**config.mk**
```make
export PLATFORM = sky130hd
export DESIGN_NAME = chs_sqrt
export DESIGN_NICKNAME = d
export VERILOG_FILES = /design/src/chs_sqrt.sv
export SDC_FILE = /design/constraint.sdc
export NUM_CORES = 1
export LEC_CHECK = 0
export BUFFER_PORTS_ARGS = -buffer_cell sky130_fd_sc_hd__buf_4
export CORE_UTILIZATION = 30
export DETAILED_ROUTE_END_ITERATION = 10
export GPL_ROUTABILITY_DRIVEN = 0
export GPL_TIMING_DRIVEN = 0
export PLACE_DENSITY = 0.58
export SYNTH_ARGS = -nofsm -noshare
export SYNTH_HDL_FRONTEND = slang
export SYNTH_SLANG_ARGS = --single-unit
```
**constraint.sdc**
```tcl
create_clock -name clk -period 8.1 [get_ports clk]
set_clock_uncertainty 0.2 [all_clocks]
set_input_delay 1.62 -clock clk [delete_from_list [all_inputs] [get_ports clk]]
set_output_delay 1.62 -clock clk [all_outputs]
set_load 0.02 [all_outputs]
```
**src/chs_sqrt.sv**
```systemverilog
// Pipelined integer square root, floor(sqrt(radicand)), three result bits per stage.
// Standalone; registers advance only while en is high.
module chs_sqrt (
	input  logic        clk,
	input  logic        en,
	input  logic [35:0] radicand,
	output logic [16:0] root
);
	localparam int STAGES = 6;
	localparam int PER = 3;

	typedef struct packed {
		logic [19:0] rem;
		logic [17:0] res;
	} sq_acc_t;

	sq_acc_t     acc_s [STAGES];
	logic [35:0] rad_s [STAGES-1];
	sq_acc_t     nxt   [STAGES];

	// one digit-by-digit step on the next pair of radicand bits
	function automatic sq_acc_t sq_iter(sq_acc_t a, logic [1:0] pair);
		logic [21:0] sh;
		logic [21:0] trial;
		sq_acc_t     o;
		sh    = {a.rem, pair};
		trial = {2'b00, a.res, 2'b01};
		if (sh >= trial) begin
			o.rem = 20'(sh - trial);
			o.res = {a.res[16:0], 1'b1};
		end else begin
			o.rem = sh[19:0];
			o.res = {a.res[16:0], 1'b0};
		end
		return o;
	endfunction

	function automatic sq_acc_t sq_stage(sq_acc_t a, logic [35:0] rad, int stg);
		sq_acc_t o;
		o = a;
		for (int j = 0; j < PER; j++) begin
			o = sq_iter(o, rad[35 - 2 * (PER * stg + j) -: 2]);
		end
		return o;
	endfunction

	always_comb begin
		nxt[0] = sq_stage('0, radicand, 0);
		for (int k = 1; k < STAGES; k++) begin
			nxt[k] = sq_stage(acc_s[k-1], (k == 1) ? rad_s[0] : rad_s[k-1], k);
		end
	end

	always_ff @(posedge clk) begin
		if (en) begin
			acc_s[0] <= nxt[0];
			rad_s[0] <= radicand;
			for (int k = 1; k < STAGES; k++) begin
				acc_s[k] <= nxt[k];
			end
			for (int k = 1; k < STAGES - 1; k++) begin
				rad_s[k] <= rad_s[k-1];
			end
		end
	end

	assign root = acc_s[STAGES-1].res[16:0];

endmodule

```
==> impl_metrics.ini <==
[final_layout]
regArea_mm2 = 0.007567
fillers = 7157
layout_common_cells = edfxtp_1, a21oi_1, nor2_1
multiInputGateArea_mm2 = 0.01352
area_growth_pct = 16.44
final_common_cell = edfxtp_1
fin_nets = 2674
drive_gt1_share_pct = 12.74
stdcell_area_mm2 = 0.02497
antennaDiodeCount = 0

[timing]
fin_crit_sh_pct = 97.16
maxSlewHeadroom_pct = 32.04
finalHoldViolations = 0
fmaxAchievable_mhz = 127.1
tightest_slew_ns = 1.013
setup_viol = 0
min_period_ns = 7.870
holdWs_ns = 0.2142
drv_slew = 0

[power_and_ir_drop]
p_leak_nw = 9.758
vdd_drop_max_v = 0.0001437
power.density_mw_per_mm2 = 317.4

[critical_path]
crit_required_ns = 8.20
crit_top_cell = buf_6
timing.rr.start = acc_s[3][8]$_DFFE_PP_
end_kind = flop
cpPeakStageDelay_ns = 0.40
worst-path-max-fanout = 11
r2r-end = acc_s[4][33]$_DFFE_PP_
reg2reg_depth = 36
worst-setup-path-type = flop to flop
critPathLaunchType = flop
cp_data_arrival_time_ns = 7.97
crit_path_top_delay_cell = edfxtp_1
rrSetupSlack_ns = 0.23

[min_path]
hp-start = rad_s[0][78]$_DFFE_PP_
holdPathStages = 0
hold_class = flop to flop
hold_end = rad_s[0][114]$_DFFE_PP_

[synthesis]
synth_top_flop_cell = edfxtp_1
ys_ff_latch = 252
yosys.cell_types.count = 105
synth_top_area_share_pct = 35.29
async_flop_share_pct = 0
synth_top_family_by_area = compound AO/OA/AOI/OAI gates
synth_xor_xnor_area_share_pct = 8.414
yosysWarningCount = 0
syn_area_mm2 = 0.02144
synthSimpleGateAreaFrac_pct = 18.85
ys_seq_area_share_pct = 35.29
synth_edf_count = 252
synth_fa_ha_area_share_pct = 10.97
netlist_top_cells_area = edfxtp_1, ha_1, xnor2_1
syn_area_per_cell_um2 = 9.231
synth_compound_area_share_pct = 20.34
muxShareOfSynthArea_pct = 2.398
synthCells = 2323
synth.largest_area_cell = edfxtp_1

[floorplan]
boundaryPins = 55
die_y_um = 269.4
start_util_pct = 30.46
die_w_um = 269.4
coreArea_mm2 = 0.07039
rows = 97
dieArea_mm2 = 0.07255

[route]
ant_nets = 0
vias = 18452
dr.pass1.iters = 6
routed_wl_um = 59000
vias_per_cell = 5.406
dr.first_iter.drc_count = 1305
drc = 0
routedWlPerCell_um = 17.29

[clocking]
cts.sinks = 252
clockRootBuffer = clkbuf_16
cts_tree = built
cts_buffers = 34
cts_buffer_depth = 3
clkTransAtPathRegs_ns = 0.06
clock_latency_ns = 0.56
htreeDepth = 2
holdBufCountCts = 0

[job]
drv_cap = 0

[global_route]
grt_pass1_vias = 17646
antenna_found_initial = 0
grt_pass1_wl_um = 93540
grtUsageTotal_pct = 15.68
overflow = 0
grt_max_degree = 122

[placement]
portBuffers = 54
dpl.hpwl_um = 45460
place_area_mm2 = 0.02309

[status]
status = complete, no violations
==> registers in the layout, summed over array words and instances, names as in the netlist <==
register and flops:
acc_s 162, rad_s 90
==> worst max-delay path, delay by kind of cell (launching register included) <==
family,cells,cell delay [ns]
AOI/OAI and AO/OA,10,2.21
and+or+nand+nor,10,1.75
buffers and inverters,11,1.63
adders and majority gates,3,0.87
muxes,2,0.53
DFF,1,0.40
==> through the flow <==
step	cells	setup slack, ns	util [%]	TNS, ns	total power [mW]
after CTS	3388	0.01968	34.75	0	7.802
after global placement	3318	-1.523	32.72	-53.87	6.095
final	3413	0.2302	35.47	0	7.925
after floorplan	2324	0.4333	-	0	5.201
after global routing	3413	-0.06480	35.47	-0.2478	8.475
after detailed placement	3320	-1.583	32.80	-56.75	6.195
==> report_power, final <==
| group | switching (mW) | total [mW] | internal (mW) |
|---|---|---|---|
| clock | 0.605 | 1.47 | 0.863 |
| sequential | 0.184 | 1.97 | 1.78 |
| combinational | 2.59 | 4.49 | 1.90 |
| total | 3.38 | 7.92 | 4.55 |
==> worst max-delay path by stage <==
stage,startpoint,endpoint,depth (start not counted)
after CTS,acc_s[1][5]$_DFFE_PP_,acc_s[2][21]$_DFFE_PP_,30
final,acc_s[3][8]$_DFFE_PP_,acc_s[4][33]$_DFFE_PP_,36
after floorplan,acc_s[3][0]$_DFFE_PP_,acc_s[4][33]$_DFFE_PP_,34
after global routing,acc_s[3][8]$_DFFE_PP_,acc_s[4][33]$_DFFE_PP_,36
after global placement,acc_s[2][0]$_DFFE_PP_,acc_s[3][25]$_DFFE_PP_,35
after detailed placement,acc_s[2][7]$_DFFE_PP_,acc_s[3][25]$_DFFE_PP_,35
==> routing by layer <==
metal  track usage, %  part of all wire [%]
met1            20.25                    45
met2            27.01                    49
met3            1.950                   4.2
met4            5.039                   2.6
met5                0                     0
==> cells by family (layout without fill, tap and decap cells) <==
| logic type | after synthesis | count (layout) |
|---|---|---|
| other | 1 | 2 |
| AO/OA/AOI/OAI | 658 | 658 |
| XOR/XNOR | 206 | 206 |
| multiplexers | 47 | 47 |
| adder cells (fa/ha/maj) | 188 | 188 |
| flip-flops | 252 | 252 |
| AND/OR/NAND/NOR | 772 | 772 |
| buffers and inverters | 199 | 348 |
==> layout make-up <==
cell class / count / share of cell area, %
sequential: 252 / 30.31
buffer: 56 / 1.353
inverter: 138 / 2.120
timing repair buffer: 93 / 2.987
tap: 940 / 4.710
clock buffer: 40 / 3.583
clock inverter: 21 / 0.7767
multi-input combinational: 1873 / 54.16
==> cells in the mapped netlist (all sizes together), types with 14 or more instances <==
cell type,instances
mux2i,18
nand4,33
xor2,68
nor3,70
o21ai,122
and2,20
or4,20
a21o,62
mux2,29
ha,188
or3,20
nand2b,35
xnor2,138
edfxtp,252
and3,22
nor4,28
a21oi,203
clkbuf,30
o31ai,26
nor2b,34
nor2,184
o211ai,26
nand3,59
nor3b,14
a31oi,23
inv,138
buf,31
a211oi,16
o21bai,19
nand2,176
o21a,28
==> repair_timing <==
item,in CTS,in global routing
buffers inserted,9,28
resized for setup,60,78
endpoints found under the setup margin,57,58
pin swaps,9,20
(Power assumes the default switching activity.)
